## config.mk

```make
export PLATFORM = sky130hd
export DESIGN_NAME = manchester_ir_decoder_top
export DESIGN_NICKNAME = d
export VERILOG_FILES = /design/src/design/mird_pkg.sv /design/src/design/mird_cfg_regs.sv /design/src/design/mird_frame_core.sv /design/src/design/manchester_ir_decoder_top.sv
export SDC_FILE = /design/constraint.sdc
export NUM_CORES = 1
export LEC_CHECK = 0
export CAP_MARGIN = 20
export CORE_UTILIZATION = 40
export CTS_CLUSTER_DIAMETER = 120
export CTS_CLUSTER_SIZE = 10
export DETAILED_ROUTE_END_ITERATION = 12
export DONT_BUFFER_PORTS = 1
export GPL_TIMING_DRIVEN = 0
export PLACE_DENSITY = 0.63
export SLEW_MARGIN = 40
export SYNTH_ARGS = -nofsm -noshare
export SYNTH_HDL_FRONTEND = slang
export SYNTH_SLANG_ARGS = --single-unit
export TNS_END_PERCENT = 30
```

## constraint.sdc

```tcl
create_clock -name clk -period 29.5 [get_ports clk]
set_clock_uncertainty 0.1 [all_clocks]
set_input_delay 4.425 -clock clk [delete_from_list [all_inputs] [get_ports clk]]
set_output_delay 4.425 -clock clk [all_outputs]
set_load 0.1 [all_outputs]
```

## src/design/mird_pkg.sv

```systemverilog
`timescale 1ns / 1ps

package mird_pkg;

    localparam int DUR_W       = 16;
    localparam int HALF_W      = 15;
    localparam int TOL_W       = 16;
    localparam int NBITS_W     = 6;
    localparam int DATA_W      = 32;
    localparam int USED_W      = 8;
    localparam int CFG_INDEX_W = 3;
    localparam int CFG_DATA_W  = 16;

    localparam int MAX_BITS_DEF    = 32;
    localparam int COUNT_WIDTH_DEF = 8;

    localparam logic [HALF_W-1:0]  HALF_BIT_TIME_RST   = 15'd889;
    localparam logic [TOL_W-1:0]   MATCH_TOLERANCE_RST = 16'd200;
    localparam logic               MARK_IS_ZERO_RST    = 1'b1;
    localparam logic               HIGH_BIT_LEAD_RST   = 1'b1;
    localparam logic [NBITS_W-1:0] FRAME_BITS_RST      = 6'd14;

    typedef enum logic [CFG_INDEX_W-1:0] {
        CFG_HALF_BIT_TIME   = 3'd0,
        CFG_MATCH_TOLERANCE = 3'd1,
        CFG_MARK_IS_ZERO    = 3'd2,
        CFG_HIGH_BIT_LEAD   = 3'd3,
        CFG_FRAME_BITS      = 3'd4
    } cfg_index_t;

    typedef enum logic [1:0] {
        ST_RUNNING = 2'd0,
        ST_DONE    = 2'd1,
        ST_FAILED  = 2'd2
    } frame_status_t;

    typedef enum logic [1:0] {
        SEG_HALF = 2'd0,
        SEG_FULL = 2'd1,
        SEG_BAD  = 2'd2
    } seg_class_t;

    typedef struct packed {
        logic [HALF_W-1:0]  half_bit_time;
        logic [TOL_W-1:0]   match_tolerance;
        logic               mark_is_zero;
        logic               high_bit_lead;
        logic [NBITS_W-1:0] frame_bits;
    } cfg_t;

    typedef struct packed {
        logic [DUR_W-1:0] first_duration;
        logic [DUR_W-1:0] second_duration;
        logic             start_level;
        logic             first_item;
        logic             last_item;
    } item_t;

    typedef struct packed {
        logic [DATA_W-1:0] decoded_data;
        logic              frame_ok;
        logic [USED_W-1:0] items_used;
    } result_t;

    // A segment is one half-bit run, or a full-bit run (two halves); a half match is
    // tried first, and a duration that matches neither within the tolerance is bad.
    function automatic seg_class_t classify_seg(input logic [DUR_W-1:0] d,
                                                input logic [HALF_W-1:0] h,
                                                input logic [TOL_W-1:0] tol);
        logic [DUR_W:0] dx;
        logic [DUR_W:0] hx;
        logic [DUR_W:0] fx;
        logic [DUR_W:0] dh;
        logic [DUR_W:0] df;
        logic [DUR_W:0] tx;
        dx = {1'b0, d};
        hx = {2'b00, h};
        fx = {1'b0, h, 1'b0};
        tx = {1'b0, tol};
        dh = (dx >= hx) ? (dx - hx) : (hx - dx);
        df = (dx >= fx) ? (dx - fx) : (fx - dx);
        if (dh <= tx)
        begin
            return SEG_HALF;
        end
        else if (df <= tx)
        begin
            return SEG_FULL;
        end
        return SEG_BAD;
    endfunction

endpackage

```

## src/design/mird_cfg_regs.sv

```systemverilog
`timescale 1ns / 1ps

module mird_cfg_regs (
    input  logic                                 clk,
    input  logic                                 rst_n,
    input  logic                                 cfg_valid,
    input  logic [mird_pkg::CFG_INDEX_W-1:0]     cfg_index,
    input  logic [mird_pkg::CFG_DATA_W-1:0]      cfg_data,
    output mird_pkg::cfg_t                       cfg
);

    mird_pkg::cfg_t cfg_reg;
    mird_pkg::cfg_t cfg_next;

    always_comb
    begin
        cfg_next = cfg_reg;
        if (cfg_valid)
        begin
            case (mird_pkg::cfg_index_t'(cfg_index))
                mird_pkg::CFG_HALF_BIT_TIME:
                    cfg_next.half_bit_time = cfg_data[mird_pkg::HALF_W-1:0];
                mird_pkg::CFG_MATCH_TOLERANCE:
                    cfg_next.match_tolerance = cfg_data[mird_pkg::TOL_W-1:0];
                mird_pkg::CFG_MARK_IS_ZERO:
                    cfg_next.mark_is_zero = cfg_data[0];
                mird_pkg::CFG_HIGH_BIT_LEAD:
                    cfg_next.high_bit_lead = cfg_data[0];
                mird_pkg::CFG_FRAME_BITS:
                    cfg_next.frame_bits = cfg_data[mird_pkg::NBITS_W-1:0];
                default:
                    cfg_next = cfg_reg;
            endcase
        end
    end

    always_ff @(posedge clk or negedge rst_n)
    begin
        if (!rst_n)
        begin
            cfg_reg.half_bit_time   <= mird_pkg::HALF_BIT_TIME_RST;
            cfg_reg.match_tolerance <= mird_pkg::MATCH_TOLERANCE_RST;
            cfg_reg.mark_is_zero    <= mird_pkg::MARK_IS_ZERO_RST;
            cfg_reg.high_bit_lead   <= mird_pkg::HIGH_BIT_LEAD_RST;
            cfg_reg.frame_bits      <= mird_pkg::FRAME_BITS_RST;
        end
        else
        begin
            cfg_reg <= cfg_next;
        end
    end

    assign cfg = cfg_reg;

endmodule

```

## src/design/mird_frame_core.sv

```systemverilog
`timescale 1ns / 1ps

module mird_frame_core #(
    parameter int MAX_BITS    = mird_pkg::MAX_BITS_DEF,
    parameter int COUNT_WIDTH = mird_pkg::COUNT_WIDTH_DEF
) (
    input  logic              clk,
    input  logic              rst_n,
    input  mird_pkg::cfg_t    cfg,
    input  mird_pkg::item_t   item,
    input  logic              step,
    output mird_pkg::result_t result
);

    localparam int NW = mird_pkg::NBITS_W;

    typedef struct packed {
        logic [MAX_BITS-1:0]    acc;
        logic [NW-1:0]          bits_done;
        logic                   line_level;
        logic                   in_second_half;
        logic                   first_half_level;
        logic [COUNT_WIDTH-1:0] item_count;
        mird_pkg::frame_status_t status;
    } fstate_t;

    fstate_t fs_reg;
    fstate_t fs_next;

    function automatic fstate_t clear_state();
        fstate_t s;
        s.acc              = '0;
        s.bits_done        = '0;
        s.line_level       = 1'b0;
        s.in_second_half   = 1'b0;
        s.first_half_level = 1'b0;
        s.item_count       = '0;
        s.status           = mird_pkg::ST_RUNNING;
        return s;
    endfunction

    function automatic fstate_t store_bit(input fstate_t si, input logic [NW-1:0] n,
                                          input logic rc5, input logic msb);
        fstate_t       s;
        logic          v;
        logic [NW-1:0] pos;
        s   = si;
        v   = rc5 ? ~s.first_half_level : s.first_half_level;
        pos = msb ? (n - NW'(1) - s.bits_done) : s.bits_done;
        if (n != '0 && s.bits_done < n)
        begin
            s.acc       = s.acc | (MAX_BITS'(v) << pos);
            s.bits_done = s.bits_done + NW'(1);
            if (s.bits_done == n)
            begin
                s.status = mird_pkg::ST_DONE;
            end
        end
        return s;
    endfunction

    function automatic fstate_t half_step(input fstate_t si, input logic lvl,
                                          input logic [NW-1:0] n,
                                          input logic rc5, input logic msb);
        fstate_t s;
        s = si;
        if (s.in_second_half)
        begin
            s = store_bit(s, n, rc5, msb);
        end
        else
        begin
            s.first_half_level = lvl;
        end
        s.in_second_half = ~s.in_second_half;
        return s;
    endfunction

    function automatic fstate_t feed(input fstate_t si, input mird_pkg::seg_class_t cls,
                                     input logic lvl, input logic [NW-1:0] n,
                                     input logic rc5, input logic msb);
        fstate_t s;
        s = si;
        if (s.status == mird_pkg::ST_RUNNING)
        begin
            s.line_level = lvl;
            if (cls == mird_pkg::SEG_BAD)
            begin
                s.status = mird_pkg::ST_FAILED;
            end
            else
            begin
                s = half_step(s, lvl, n, rc5, msb);
                // a full-bit run stops early if its first half closed the frame
                if (cls == mird_pkg::SEG_FULL && s.status == mird_pkg::ST_RUNNING)
                begin
                    s = half_step(s, lvl, n, rc5, msb);
                end
            end
        end
        return s;
    endfunction

    logic [NW-1:0]        n_wanted;
    mird_pkg::seg_class_t cls0;
    mird_pkg::seg_class_t cls1;
    logic [15:0]          count_ext;
    logic                 ok;

    assign n_wanted = (cfg.frame_bits > NW'(MAX_BITS)) ? NW'(MAX_BITS) : cfg.frame_bits;
    assign cls0 = mird_pkg::classify_seg(item.first_duration, cfg.half_bit_time,
                                         cfg.match_tolerance);
    assign cls1 = mird_pkg::classify_seg(item.second_duration, cfg.half_bit_time,
                                         cfg.match_tolerance);

    always_comb
    begin
        fstate_t s;
        logic    lvl0;
        s = fs_reg;
        if (item.first_item)
        begin
            s = clear_state();
            if (n_wanted == '0)
            begin
                s.status = mird_pkg::ST_FAILED;
            end
        end
        lvl0 = item.first_item ? item.start_level : ~s.line_level;
        s = feed(s, cls0, lvl0, n_wanted, cfg.mark_is_zero, cfg.high_bit_lead);
        if (s.status == mird_pkg::ST_RUNNING)
        begin
            // zero second segment on the last item means the segment is absent
            if (item.second_duration != '0 || !item.last_item)
            begin
                s = feed(s, cls1, ~s.line_level, n_wanted, cfg.mark_is_zero,
                         cfg.high_bit_lead);
            end
            if (s.item_count != '1)
            begin
                s.item_count = s.item_count + COUNT_WIDTH'(1);
            end
        end
        // trailing half of the final bit may be missing from the capture
        if (item.last_item && s.status == mird_pkg::ST_RUNNING && s.in_second_half &&
            ({1'b0, s.bits_done} + (NW + 1)'(1)) == {1'b0, n_wanted})
        begin
            s = store_bit(s, n_wanted, cfg.mark_is_zero, cfg.high_bit_lead);
        end
        ok        = (s.status == mird_pkg::ST_DONE);
        count_ext = 16'(s.item_count);
        result.frame_ok     = ok;
        result.decoded_data = ok ? mird_pkg::DATA_W'(s.acc) : '0;
        result.items_used   = !ok ? '0 :
                              (count_ext > 16'd255) ? 8'hFF : count_ext[7:0];
        if (item.last_item)
        begin
            s.status = mird_pkg::ST_FAILED;
        end
        fs_next = s;
    end

    always_ff @(posedge clk or negedge rst_n)
    begin
        if (!rst_n)
        begin
            fs_reg <= clear_state();
        end
        else if (step)
        begin
            fs_reg <= fs_next;
        end
    end

endmodule

```

## src/design/manchester_ir_decoder_top.sv

```systemverilog
`timescale 1ns / 1ps

// Manchester IR frame decoder, RC5/RC6 bit polarity.
// Input channel (in_valid/in_ready) carries one captured pulse item per
// transaction: two segment durations, the start level, and first/last marks.
// Output channel (out_valid/out_ready) gives one result per item marked
// last_item: decoded_data, frame_ok and items_used. Other items give none.
// Configuration channel (cfg_valid/cfg_ready, cfg_index, cfg_data) is always
// ready; write it only while no item is in flight.
// Throughput: one item per cycle while no last_item waits on a stalled result.
// Each item is classified and applied to the frame state combinationally
// between the input register and the result register.
// Reset loads the default configuration (889-tick half bit, tolerance 200,
// RC5, MSB first, 14 bits) and opens a frame at line level 0.
// When the receiver stalls, the result register holds; items without a
// result keep flowing, and a last_item that arrives while a result waits is
// held in the input register, which then drops in_ready.
module manchester_ir_decoder_top #(
    parameter int MAX_BITS    = mird_pkg::MAX_BITS_DEF,
    parameter int COUNT_WIDTH = mird_pkg::COUNT_WIDTH_DEF
) (
    input  logic                                 clk,
    input  logic                                 rst_n,
    input  logic                                 in_valid,
    output logic                                 in_ready,
    input  logic [mird_pkg::DUR_W-1:0]           first_duration,
    input  logic [mird_pkg::DUR_W-1:0]           second_duration,
    input  logic                                 start_level,
    input  logic                                 first_item,
    input  logic                                 last_item,
    output logic                                 out_valid,
    input  logic                                 out_ready,
    output logic [mird_pkg::DATA_W-1:0]          decoded_data,
    output logic                                 frame_ok,
    output logic [mird_pkg::USED_W-1:0]          items_used,
    input  logic                                 cfg_valid,
    output logic                                 cfg_ready,
    input  logic [mird_pkg::CFG_INDEX_W-1:0]     cfg_index,
    input  logic [mird_pkg::CFG_DATA_W-1:0]      cfg_data
);

    mird_pkg::cfg_t    cfg;
    mird_pkg::item_t   in_reg;
    logic              in_vld_reg;
    mird_pkg::result_t res;
    mird_pkg::result_t out_reg;
    logic              out_vld_reg;
    logic              advance;

    assign cfg_ready = 1'b1;

    mird_cfg_regs u_cfg (
        .clk       (clk),
        .rst_n     (rst_n),
        .cfg_valid (cfg_valid),
        .cfg_index (cfg_index),
        .cfg_data  (cfg_data),
        .cfg       (cfg)
    );

    // an item with no result never waits on the output side
    assign advance  = in_vld_reg && (!in_reg.last_item || !out_vld_reg || out_ready);
    assign in_ready = !in_vld_reg || advance;

    always_ff @(posedge clk or negedge rst_n)
    begin
        if (!rst_n)
        begin
            in_vld_reg <= 1'b0;
        end
        else if (in_ready)
        begin
            in_vld_reg <= in_valid;
        end
    end

    always_ff @(posedge clk)
    begin
        if (in_ready && in_valid)
        begin
            in_reg.first_duration  <= first_duration;
            in_reg.second_duration <= second_duration;
            in_reg.start_level     <= start_level;
            in_reg.first_item      <= first_item;
            in_reg.last_item       <= last_item;
        end
    end

    mird_frame_core #(
        .MAX_BITS    (MAX_BITS),
        .COUNT_WIDTH (COUNT_WIDTH)
    ) u_core (
        .clk    (clk),
        .rst_n  (rst_n),
        .cfg    (cfg),
        .item   (in_reg),
        .step   (advance),
        .result (res)
    );

    always_ff @(posedge clk or negedge rst_n)
    begin
        if (!rst_n)
        begin
            out_vld_reg <= 1'b0;
        end
        else if (advance && in_reg.last_item)
        begin
            out_vld_reg <= 1'b1;
        end
        else if (out_ready)
        begin
            out_vld_reg <= 1'b0;
        end
    end

    always_ff @(posedge clk)
    begin
        if (advance && in_reg.last_item)
        begin
            out_reg <= res;
        end
    end

    assign out_valid    = out_vld_reg;
    assign decoded_data = out_reg.decoded_data;
    assign frame_ok     = out_reg.frame_ok;
    assign items_used   = out_reg.items_used;

endmodule

```

## Word level (Yosys, flattened, before mapping)

Cells that the tools add are included.

- Bits in registers: 168
- Output and inout bits: 44

- Add/subtract/negate cells: 21
- Order comparisons: 14
- Equal/unequal tests: 16
- Shift-type cells: 5
- Muxes and demuxes: 92
- Bitwise operators: 16
- Reductions and logical operators: 35

Operators by type and width:

| cell | count |
|---|---|
| 2-to-1 mux 40 bit | 16 |
| 2-to-1 mux 51 bit | 8 |
| 2-to-1 mux 38 bit | 5 |
| OR 32 bit | 5 |
| << shifter 1 x 6 -> 32 bit | 5 |
| 2-to-1 mux 49 bit | 2 |
| less-or-equal comparator 17 x 16 -> 1 bit | 4 |
| 2-to-1 mux 17 bit | 4 |
| subtractor 16 x 16 -> 17 bit | 4 |
| 2-to-1 mux 10 bit | 5 |
| 2-to-1 mux 2 bit | 24 |
| 2-to-1 mux 6 bit | 6 |
| subtractor 15 x 16 -> 17 bit | 2 |
| subtractor 16 x 15 -> 17 bit | 2 |
| greater-or-equal comparator 16 x 15 -> 1 bit | 2 |
| greater-or-equal comparator 16 bit | 2 |
| adder 6 x 1 -> 6 bit (second input constant) | 5 |
| equality test 6 bit | 5 |
| < comparator 6 bit | 5 |
| subtractor 6 bit | 5 |
| 2-to-1 mux 1 bit | 21 |
| nonzero test 16 bit | 1 |
| logical AND 1 bit | 13 |
| NOT 1 bit | 11 |
| other kinds (20) | 37 |

## Longest topological paths before layout

Gate-level depths: netlist of the first run.

- Depth in word-level cells: 60
- Depth in mapped cells: 65
- Mapped depth without buffers: 63

## Modules after synthesis

From an unflattened synthesis of the first run, not the netlist that was laid out.

- Cell total of the unflattened synthesis: 2314
- Area total of the unflattened synthesis: 19597.5 µm²

Modules (own cells, without submodules):

| module | instances | cells each | area each (µm²) | sequential area each (µm²) |
|---|---|---|---|---|
| mird_frame_core | 1 | 2139 | 15661.3 | 1276.2 |
| manchester_ir_decoder_top | 1 | 88 | 2399.8 | 2332.2 |
| mird_cfg_regs | 1 | 87 | 1536.5 | 994.7 |

## Least setup slack after synthesis of the first run

OpenSTA, ideal clock, no wires.

- Path type: register to register
- Start: reg u_cfg.cfg_reg (netlist bit u_cfg.cfg[25])
- End: reg u_core.fs_reg[17] in the netlist's numbering
- Arrival time: 12311 ps
- Data required time: 29318 ps
- Setup slack: 17007 ps
- Stages on the path, launching flop included: 59
- Period minus slack after synthesis: 12493 ps
- Path through: dfrtp_1 inv_1 fa_1 a211oi_1 nor3b_1 o211ai_1 nand2_1 buf_1 mux2i_1 a31oi_1 o21ai_0 a31oi_1 nor2_1 o21a_1 o21ai_0 nand2_1 xor2_1 ha_1 (+23 left out) nand2b_1 a211o_1 a211oi_2 o211ai_1 a21oi_1 a2bb2oi_1 ha_1 nor2b_1 o21a_1 o21a_1 o21ai_0 nand2b_1 a211oi_1 inv_1 a211oi_1 nand4_1 or4_1 a31oi_1

- Cells in the longest elaborated chain, start to end: 35

Ends and longest elaborated chain:

| item | line | source |
|---|---|---|
| start, declared | mird_cfg_regs.sv:12 | `mird_pkg::cfg_t cfg_reg;` |
| start signal, assigned | mird_cfg_regs.sv:49 | `cfg_reg <= cfg_next;` |
| subtractor 16 x 16 -> 17 bit or greater-or-equal comparator 16 bit (tied branches) | mird_pkg.sv:81 | `df = (dx >= fx) ? (dx - fx) : (fx - dx);` |
| 2-to-1 mux 17 bit | mird_pkg.sv:81 |  |
| less-or-equal comparator 17 x 16 -> 1 bit | mird_pkg.sv:86 | `else if (df <= tx)` |
| 2-to-1 mux 1 bit | mird_pkg.sv:86 |  |
| 2-to-1 mux 1 bit | mird_pkg.sv:82 | `if (dh <= tx)` |
| 2-to-1 mux 2 bit | mird_pkg.sv:90 | `return SEG_BAD;` |
| equality test 2 x 1 -> 1 bit | mird_frame_core.sv:95 | `if (cls == mird_pkg::SEG_FULL && s.status == mird_pkg::ST_RUNNING)` |
| logical AND 1 bit | mird_frame_core.sv:95 |  |
| (+19 left out) | - |  |
| 2-to-1 mux 49 bit | mird_frame_core.sv:87 | `if (cls == mird_pkg::SEG_BAD)` |
| 2-to-1 mux 51 bit | mird_frame_core.sv:134 | `if (item.second_duration != '0 \|\| !item.last_item)` |
| 2-to-1 mux 51 bit | mird_frame_core.sv:131 | `if (s.status == mird_pkg::ST_RUNNING)` |
| 2-to-1 mux 51 bit (*) | mird_frame_core.sv:131 |  |
| adder 6 x 1 -> 7 bit or < comparator 6 bit (tied branches) | mird_frame_core.sv:146, mird_frame_core.sv:50 |  |
| equality test 7 x 6 -> 1 bit or logical AND 1 bit (tied branches) | mird_frame_core.sv:146, mird_frame_core.sv:50 |  |
| logical AND 1 bit or 2-to-1 mux 38 bit (tied branches) | mird_frame_core.sv:145, mird_frame_core.sv:50 |  |
| 2-to-1 mux 51 bit (*) | mird_frame_core.sv:145 | `if (item.last_item && s.status == mird_pkg::ST_RUNNING && s.in_second_half &&` |
| end signal, assigned | mird_frame_core.sv:167 | `fs_reg <= clear_state();` |
| end signal, assigned | mird_frame_core.sv:171 | `fs_reg <= fs_next;` |
| end, declared | mird_frame_core.sv:27 | `fstate_t fs_reg;` |

Mark *: on every way between the ends. The rest lies on a longest branch, timed or not. The select of a mux whose other input is x is not followed.
A chain may end at the register's enable or synchronous reset.

## Worst setup path in the final report of the first run

- Start: reg u_cfg.cfg_reg (netlist bit u_cfg.cfg[38])
- End: reg out_reg (netlist bit decoded_data[22]), data pin

- Cells in the longest elaborated chain, start to end: 37

Ends and longest elaborated chain:

| item | line | source |
|---|---|---|
| subtractor 16 x 16 -> 17 bit or greater-or-equal comparator 16 bit (tied branches) | mird_pkg.sv:81 |  |
| 2-to-1 mux 17 bit | mird_pkg.sv:81 |  |
| less-or-equal comparator 17 x 16 -> 1 bit | mird_pkg.sv:86 |  |
| 2-to-1 mux 1 bit | mird_pkg.sv:86 |  |
| 2-to-1 mux 1 bit | mird_pkg.sv:82 |  |
| 2-to-1 mux 2 bit | mird_pkg.sv:90 |  |
| equality test 2 x 1 -> 1 bit | mird_frame_core.sv:95 |  |
| logical AND 1 bit | mird_frame_core.sv:95 |  |
| (+21 left out) | - |  |
| 2-to-1 mux 51 bit | mird_frame_core.sv:131 |  |
| 2-to-1 mux 51 bit (*) | mird_frame_core.sv:131 |  |
| adder 6 x 1 -> 6 bit or subtractor 6 bit (tied branches) | mird_frame_core.sv:53, mird_frame_core.sv:49 |  |
| equality test 6 bit or 2-to-1 mux 6 bit (tied branches) | mird_frame_core.sv:54, mird_frame_core.sv:49 |  |
| 2-to-1 mux 2 bit or << shifter 1 x 6 -> 32 bit (tied branches) | mird_frame_core.sv:54, mird_frame_core.sv:52 |  |
| 2-to-1 mux 2 bit or OR 32 bit (tied branches) | mird_frame_core.sv:50, mird_frame_core.sv:52 |  |
| 2-to-1 mux 51 bit (*) | mird_frame_core.sv:145 |  |
| equality test 2 x 1 -> 1 bit or 2-to-1 mux 51 bit (tied branches) | mird_frame_core.sv:150, mird_frame_core.sv:145 |  |
| end signal, assigned | manchester_ir_decoder_top.sv:121 | `out_reg <= res;` |
| end, declared | manchester_ir_decoder_top.sv:46 | `mird_pkg::result_t out_reg;` |

Marked as above.

==> impl_metrics.env, run 1 <==
export IMPL_endpoint_kind="flip-flop"
export IMPL_die_w_um=226
export IMPL_crit_path_start_kind="flip-flop"
export IMPL_htree_levels=4
export IMPL_grt_max_degree=93
export IMPL_power_density_mw_per_mm2=97.8
export IMPL_p_clk_frac=0.106
export IMPL_power_switching_mw=1.21
export IMPL_drive_above_1_share=0.0933
export IMPL_synth_seq_cells=168
export IMPL_path_delay_family="compound AO/OA/AOI/OAI gates"
export IMPL_dieArea_mm2=0.0511
export IMPL_crit_path_max_incr_delay_ps=790
export IMPL_design_core_area_mm2=0.0493
export IMPL_ys_flop_type="dfrtp_1"
export IMPL_drt_initial_drc_count=2182
export IMPL_finalSetupViolCount=0
export IMPL_critPathArrivalTime_ps=16830
export IMPL_netlist_instances=2432
export IMPL_cts_clk_slew_worst_paths_ps=70
export IMPL_status="finished clean"
export IMPL_detail_route_antenna_nets=0
export IMPL_hold_path_class="flip-flop to flip-flop"
export IMPL_drc=0
export IMPL_synth_fp_nets=2752
export IMPL_cts_root_buffer="clkbuf_16"
export IMPL_finalMaxSlewViolations=0
export IMPL_p_sw_frac=0.556
export IMPL_vias=19800
export IMPL_start_util=0.408
export IMPL_max_cap_viol_count=0
export IMPL_cp_common_cell="o21a_1"
export IMPL_antenna_cells=0
export IMPL_cts_setup_buffers=0
export IMPL_via_per_inst=6.28
export IMPL_numPortBuffers=0
export IMPL_async_reset_ff_frac=0.548
export IMPL_first_pass_iters=7
export IMPL_wl_um=76400
export IMPL_ctsResizeCount=0
export IMPL_fin_crit_sh=0.563
export IMPL_slew_headroom=0.401
export IMPL_areaGrowthSynthToFinish_pct=10.4
export IMPL_fin_tns_setup_ps=0
export IMPL_fillers=4947
export IMPL_pwr_share_comb=0.741
export IMPL_grt_usage=0.302
export IMPL_cts_num_sinks=168
export IMPL_cts_buffer_depth=2
export IMPL_clock_fmax_mhz=60.2
export IMPL_crit_fanout=10
export IMPL_p_int_uw=962
export IMPL_netlist_area_mm2=0.0201
export IMPL_ys_types=118
export IMPL_cp_buffers_inverters=6
export IMPL_pin_count=103
export IMPL_dp_hpwl_um=61400
export IMPL_cts_made_buffers=17
export IMPL_synth_yosys_seq_area_share=0.229
export IMPL_critPathSlowestCell="nor3_1"
export IMPL_grt_pass1_wl_um=116000
export IMPL_grt_overflow=0
export IMPL_ir_drop_mv=0.0562
export IMPL_gp_congestion=1.05
export IMPL_syn_area_per_cell_um2=8.26
export IMPL_yosys_warnings=0
export IMPL_period_needed_ps=16610
export IMPL_crit_required_ps=29710
export IMPL_path_class="flip-flop to flip-flop"
export IMPL_antenna_found_initial=2
export IMPL_hold_viol=0
export IMPL_nets=2794
export IMPL_num_rows=81
export IMPL_clk_latency_ps=500
export IMPL_wire_per_inst_um=24.3
export IMPL_tritoncts="done"
export IMPL_cts_hold_buf=0
export IMPL_max_slew_worst_pin_slew_ps=901
export IMPL_finalPower_mw=2.17
export IMPL_grt_pass1_vias=19600
export IMPL_synth_edf_count=76
export IMPL_power_frac_seq=0.154
export IMPL_largest_reg_flops=51
export IMPL_die_h_um=226
export IMPL_power_leakage_nw=8.93
export IMPL_rsz0062_at_grt="no"
[layout make-up]
class                      instances  area, um2  area share
buffer                           123        543      0.0245
clock buffer                      17        425      0.0192
clock inverter                    15        158     0.00711
inverter                         152        576      0.0260
multi-input combinational       1989      14500       0.653
sequential                       168       4600       0.208
tap                              664        831      0.0375
timing repair buffer              23        553      0.0250
[power groups by stage]
stage               sequential, mW  clock (mW)  combinational, mW
detailed placement           0.339           0               1.55
global placement             0.345           0               1.49
CTS                          0.334       0.235               1.56
global route                 0.336       0.241               1.75
finish                       0.333       0.229               1.61
floorplan                    0.329           0               1.12
[path summary, 6_finish.rpt]
| path | from | end | slack [ps] | cells past startpoint |
|---|---|---|---|---|
| worst min-delay path | u_core.fs_reg[3]$_DFFE_PN0P_ | u_core.fs_reg[3]$_DFFE_PN0P_ | 390 | 2 |
| worst max register to register | u_cfg.cfg[38]$_DFFE_PN0P_ | decoded_data[22]$_SDFFCE_PP0P_ | 12890 | 60 |
| min in group asynchronous | rst_n | u_core.fs_reg[38]$_DFFE_PN0P_ | 3500 | 0 |
| worst max-delay path | u_cfg.cfg[38]$_DFFE_PN0P_ | decoded_data[22]$_SDFFCE_PP0P_ | 12890 | 60 |
| worst min register to register | u_core.fs_reg[3]$_DFFE_PN0P_ | u_core.fs_reg[3]$_DFFE_PN0P_ | 390 | 2 |
| max in group asynchronous | rst_n | u_cfg.cfg[24]$_DFFE_PN1P_ | 25480 | 0 |
[through the flow]
step	setup WS [ps]	utilization	std cells	hold WS, ps	cell area, um2
floorplan	17010	-	2432	342	20100
global placement	13120	0.425	3096	363	20900
detailed placement	12950	0.435	3115	372	21400
CTS	12920	0.447	3147	390	22000
global route	12080	0.450	3151	448	22200
finish	12890	0.450	3151	392	22200
[tightest hold or removal path: cells and delay by family (launching register included)]
family,cells,cell delay [ps]
flops,1,340
compound gates,1,70
simple gates,1,50
[cell usage in the layout (no fill, tap or decap), drive strengths merged, types with 13 or more instances in the layout]
master	instances
ha	248
mux2i	35
a31oi	54
o21a	25
xnor2	99
a21o	64
o21ai	163
nor2b	43
buf	67
edfxtp	76
fa	13
a222oi	15
nand2	198
a211oi	31
dfstp	15
nor3	55
nand4	42
dfrtp	77
nand3	93
nor2	165
inv	158
o211ai	13
and2	20
xor2	29
nand2b	35
o31ai	17
clkbuf	96
and3	17
nor4	29
a21oi	204
a221oi	24
o21bai	17
a22o	30
mux2	22
[layer usage]
| metal | wire, um | global-route usage | share of wire |
|---|---|---|---|
| met5 | 9 | 0 | 0.00012 |
| met4 | 3440 | 0.139 | 0.045 |
| met3 | 5440 | 0.0615 | 0.071 |
| met2 | 36500 | 0.510 | 0.48 |
| met1 | 31100 | 0.368 | 0.41 |
[cells in the mapped netlist (8+ instances only)]
| library cell | instances | area, um2 |
|---|---|---|
| clkbuf_1 | 72 | 270 |
| and4_1 | 9 | 78.8 |
| nand4_1 | 42 | 263 |
| a31oi_1 | 54 | 338 |
| mux2i_1 | 31 | 310 |
| fa_1 | 13 | 260 |
| a211oi_1 | 26 | 195 |
| nand2b_1 | 34 | 213 |
| nor4_2 | 9 | 113 |
| edfxtp_1 | 76 | 2280 |
| and3_1 | 17 | 106 |
| a221oi_1 | 23 | 201 |
| a21oi_1 | 203 | 1020 |
| a22o_1 | 30 | 263 |
| mux2_2 | 22 | 248 |
| inv_2 | 11 | 41.3 |
| nor4_1 | 18 | 113 |
| or3_1 | 9 | 56.3 |
| o21ai_1 | 10 | 50.1 |
| nand2_1 | 195 | 732 |
| nor3_1 | 51 | 255 |
| inv_1 | 138 | 518 |
| o21a_1 | 25 | 188 |
| dfrtp_1 | 77 | 1930 |
| o211ai_1 | 12 | 90.1 |
| nor2b_1 | 43 | 269 |
| xnor2_1 | 98 | 858 |
| o31ai_1 | 16 | 120 |
| and2_1 | 19 | 119 |
| nor2_1 | 161 | 604 |
| xor2_1 | 29 | 254 |
| buf_2 | 32 | 160 |
| dfstp_2 | 15 | 394 |
| a22oi_1 | 9 | 67.6 |
| o22ai_1 | 11 | 68.8 |
| o21ai_0 | 149 | 746 |
| nand3_1 | 91 | 455 |
| buf_1 | 8 | 30.0 |
| ha_1 | 248 | 3100 |
| o21bai_1 | 17 | 128 |
| or2_2 | 9 | 56.3 |
| a21boi_0 | 8 | 60.1 |
| a21o_1 | 64 | 480 |
| a222oi_1 | 15 | 150 |
[logic make-up after synthesis]
logic type,after synthesis,share of synthesized area
flip-flops,168,0.229
adder cells (fa/ha/maj),261,0.167
other,1,0.000187
XOR/XNOR,133,0.0618
AND/OR/NAND/NOR,765,0.198
buffers and inverters,275,0.0557
multiplexers,57,0.0310
AO/OA/AOI/OAI,772,0.257
Power figures use the tool's default switching activity.
==> run 2: changes to the inputs <==
PLACE_DENSITY = 0.65   (was 0.63)
clock period = 14.91 ns   (was 29.5 ns; I/O delays follow)
==> impl_metrics.env, run 2 (same netlist as run 1, synthesis figures left out) <==
export IMPL_fillers=4848
export IMPL_nets=2802
export IMPL_power_switching_mw=2.47
export IMPL_critPathSlowestCell="fa_1"
export IMPL_die_w_um=226
export IMPL_finalMaxSlewViolations=0
export IMPL_hold_viol=0
export IMPL_drive_above_1_share=0.107
export IMPL_dieArea_mm2=0.0511
export IMPL_dp_hpwl_um=60300
export IMPL_p_clk_frac=0.107
export IMPL_min_from="u_core.fs_reg[3]$_DFFE_PN0P_"
export IMPL_gp_congestion=1.04
export IMPL_first_pass_iters=8
export IMPL_pwr_share_comb=0.744
export IMPL_clk_latency_ps=500
export IMPL_design_core_area_mm2=0.0493
export IMPL_cts_num_sinks=168
export IMPL_grt_max_degree=93
export IMPL_start_util=0.408
export IMPL_clock_fmax_mhz=69.7
export IMPL_hold_slack_ps=380
export IMPL_power_density_mw_per_mm2=198
export IMPL_period_needed_ps=14360
export IMPL_status="finished clean"
export IMPL_cts_made_buffers=17
export IMPL_finalPower_mw=4.46
export IMPL_max_slew_worst_pin_slew_ps=916
export IMPL_grt_use_met2=0.501
export IMPL_htree_levels=4
export IMPL_final_common_cell="ha_1"
export IMPL_max_cap_viol_count=0
export IMPL_grt_busiest_layer="met2"
export IMPL_final_cells=3162
export IMPL_tritoncts="done"
export IMPL_fin_util=0.457
export IMPL_largest_reg_flops=51
export IMPL_num_rows=81
export IMPL_p_int_mw=1.99
export IMPL_wire_per_inst_um=24.0
export IMPL_crit_required_ps=15160
export IMPL_grt_usage=0.298
export IMPL_cts_clk_slew_worst_paths_ps=70
export IMPL_crit_path_start_kind="flip-flop"
export IMPL_drc=0
export IMPL_grt_pass1_wl_um=115000
export IMPL_grt_util_met3=0.0601
export IMPL_finalSetupViolCount=0
export IMPL_cts_buffer_depth=2
export IMPL_fin_crit_sh=0.963
export IMPL_pin_count=103
export IMPL_cp_common_cell="o21a_1"
export IMPL_ir_drop_mv=0.115
export IMPL_dp_cells=3113
export IMPL_grt_pass1_vias=19600
export IMPL_slew_headroom=0.390
export IMPL_vias=20000
export IMPL_die_h_um=226
export IMPL_numPortBuffers=0
export IMPL_endpoint_kind="flip-flop"
export IMPL_grt_use_met1=0.361
export IMPL_antenna_found_initial=2
export IMPL_via_per_inst=6.31
export IMPL_grt_overflow=0
export IMPL_hold_path_class="flip-flop to flip-flop"
export IMPL_critPathLaunch="u_cfg.cfg[25]$_DFFE_PN0P_"
export IMPL_areaGrowthSynthToFinish_pct=12.0
export IMPL_drt_initial_drc_count=1973
export IMPL_detail_route_antenna_nets=0
export IMPL_path_class="flip-flop to flip-flop"
export IMPL_wl_um=76000
export IMPL_crit_path_max_incr_delay_ps=560
export IMPL_power_frac_seq=0.148
export IMPL_reg2reg_from="u_cfg.cfg[25]$_DFFE_PN0P_"
export IMPL_cts_root_buffer="clkbuf_16"
export IMPL_cts_hold_buf=0
export IMPL_p_sw_frac=0.554
export IMPL_fin_tns_setup_ps=0
export IMPL_final_cell_mix="ha_1 (248), a21oi_1 (201), nand2_1 (193)"
export IMPL_critPathArrivalTime_ps=14600
export IMPL_power_leakage_nw=9.05
export IMPL_crit_fanout=10
## run 2: worst paths after layout
check / to / slack [ps] / cells past startpoint
worst min register to register: u_core.fs_reg[3]$_DFFE_PN0P_ / 380 / 2
worst min-delay path: u_core.fs_reg[3]$_DFFE_PN0P_ / 380 / 2
worst max register to register: decoded_data[25]$_SDFFCE_PP0P_ / 550 / 61
min in group asynchronous: u_core.fs_reg[39]$_DFFE_PN0P_ / 1330 / 0
max in group asynchronous: u_cfg.cfg[2]$_DFFE_PN1P_ / 13060 / 0
worst max-delay path: decoded_data[25]$_SDFFCE_PP0P_ / 550 / 61
## run 2: layout make-up
cell class,count,area [um2],area share
diodes,3,7.51,0.000334
plain buffers,122,543,0.0241
clock buffers,18,429,0.0191
clock inverters,14,183,0.00812
inverters,152,579,0.0258
multi-input cells,1989,14700,0.653
flip-flops and latches,168,4610,0.205
well taps,664,831,0.0369
repair buffers,32,618,0.0275
## run 2: metal layers
| layer | vias up | routed length [um] |
|---|---|---|
| met4 | 0 | 3980 |
| met1 | 9709 | 30200 |
| met2 | 925 | 36100 |
| met3 | 201 | 5730 |
| met5 | - | 0 |
| li1 | 9120 | - |
## run 2: worst max-delay path: cells and delay by family (launching register included)
| kind | cells | cell delay [ps] |
|---|---|---|
| compound gates | 25 | 5410 |
| xor+xnor | 1 | 100 |
| fa+ha+maj | 5 | 1760 |
| buf+inv | 7 | 1470 |
| flops | 1 | 550 |
| mux | 2 | 410 |
| simple gates | 21 | 4340 |
## run 2: per-stage QoR
step / setup WS [ps] / area (um2)
2_1_floorplan: 2420 / 20100
3_3_place_gp: -1180 / 20900
3_5_place_dp: -1350 / 21400
4_1_cts: 75.2 / 22100
5_1_grt: -42.2 / 22500
6_report: 555 / 22500
## run 2: what timing repair did
action | in CTS | in global routing
setup buffers | 1 | 9
pin swaps | 1 | 3
setup endpoints to repair | 80 | 80
resized for setup | 19 | 29
## run 2: power by group through the flow
stage | Clock [mW] | Sequential [mW] | Combinational [mW]
after floorplan | 0 | 0.651 | 2.22
after global routing | 0.502 | 0.667 | 3.59
after global placement | 0 | 0.683 | 2.94
after CTS | 0.487 | 0.662 | 3.15
final | 0.479 | 0.660 | 3.32
after detailed placement | 0 | 0.672 | 3.07
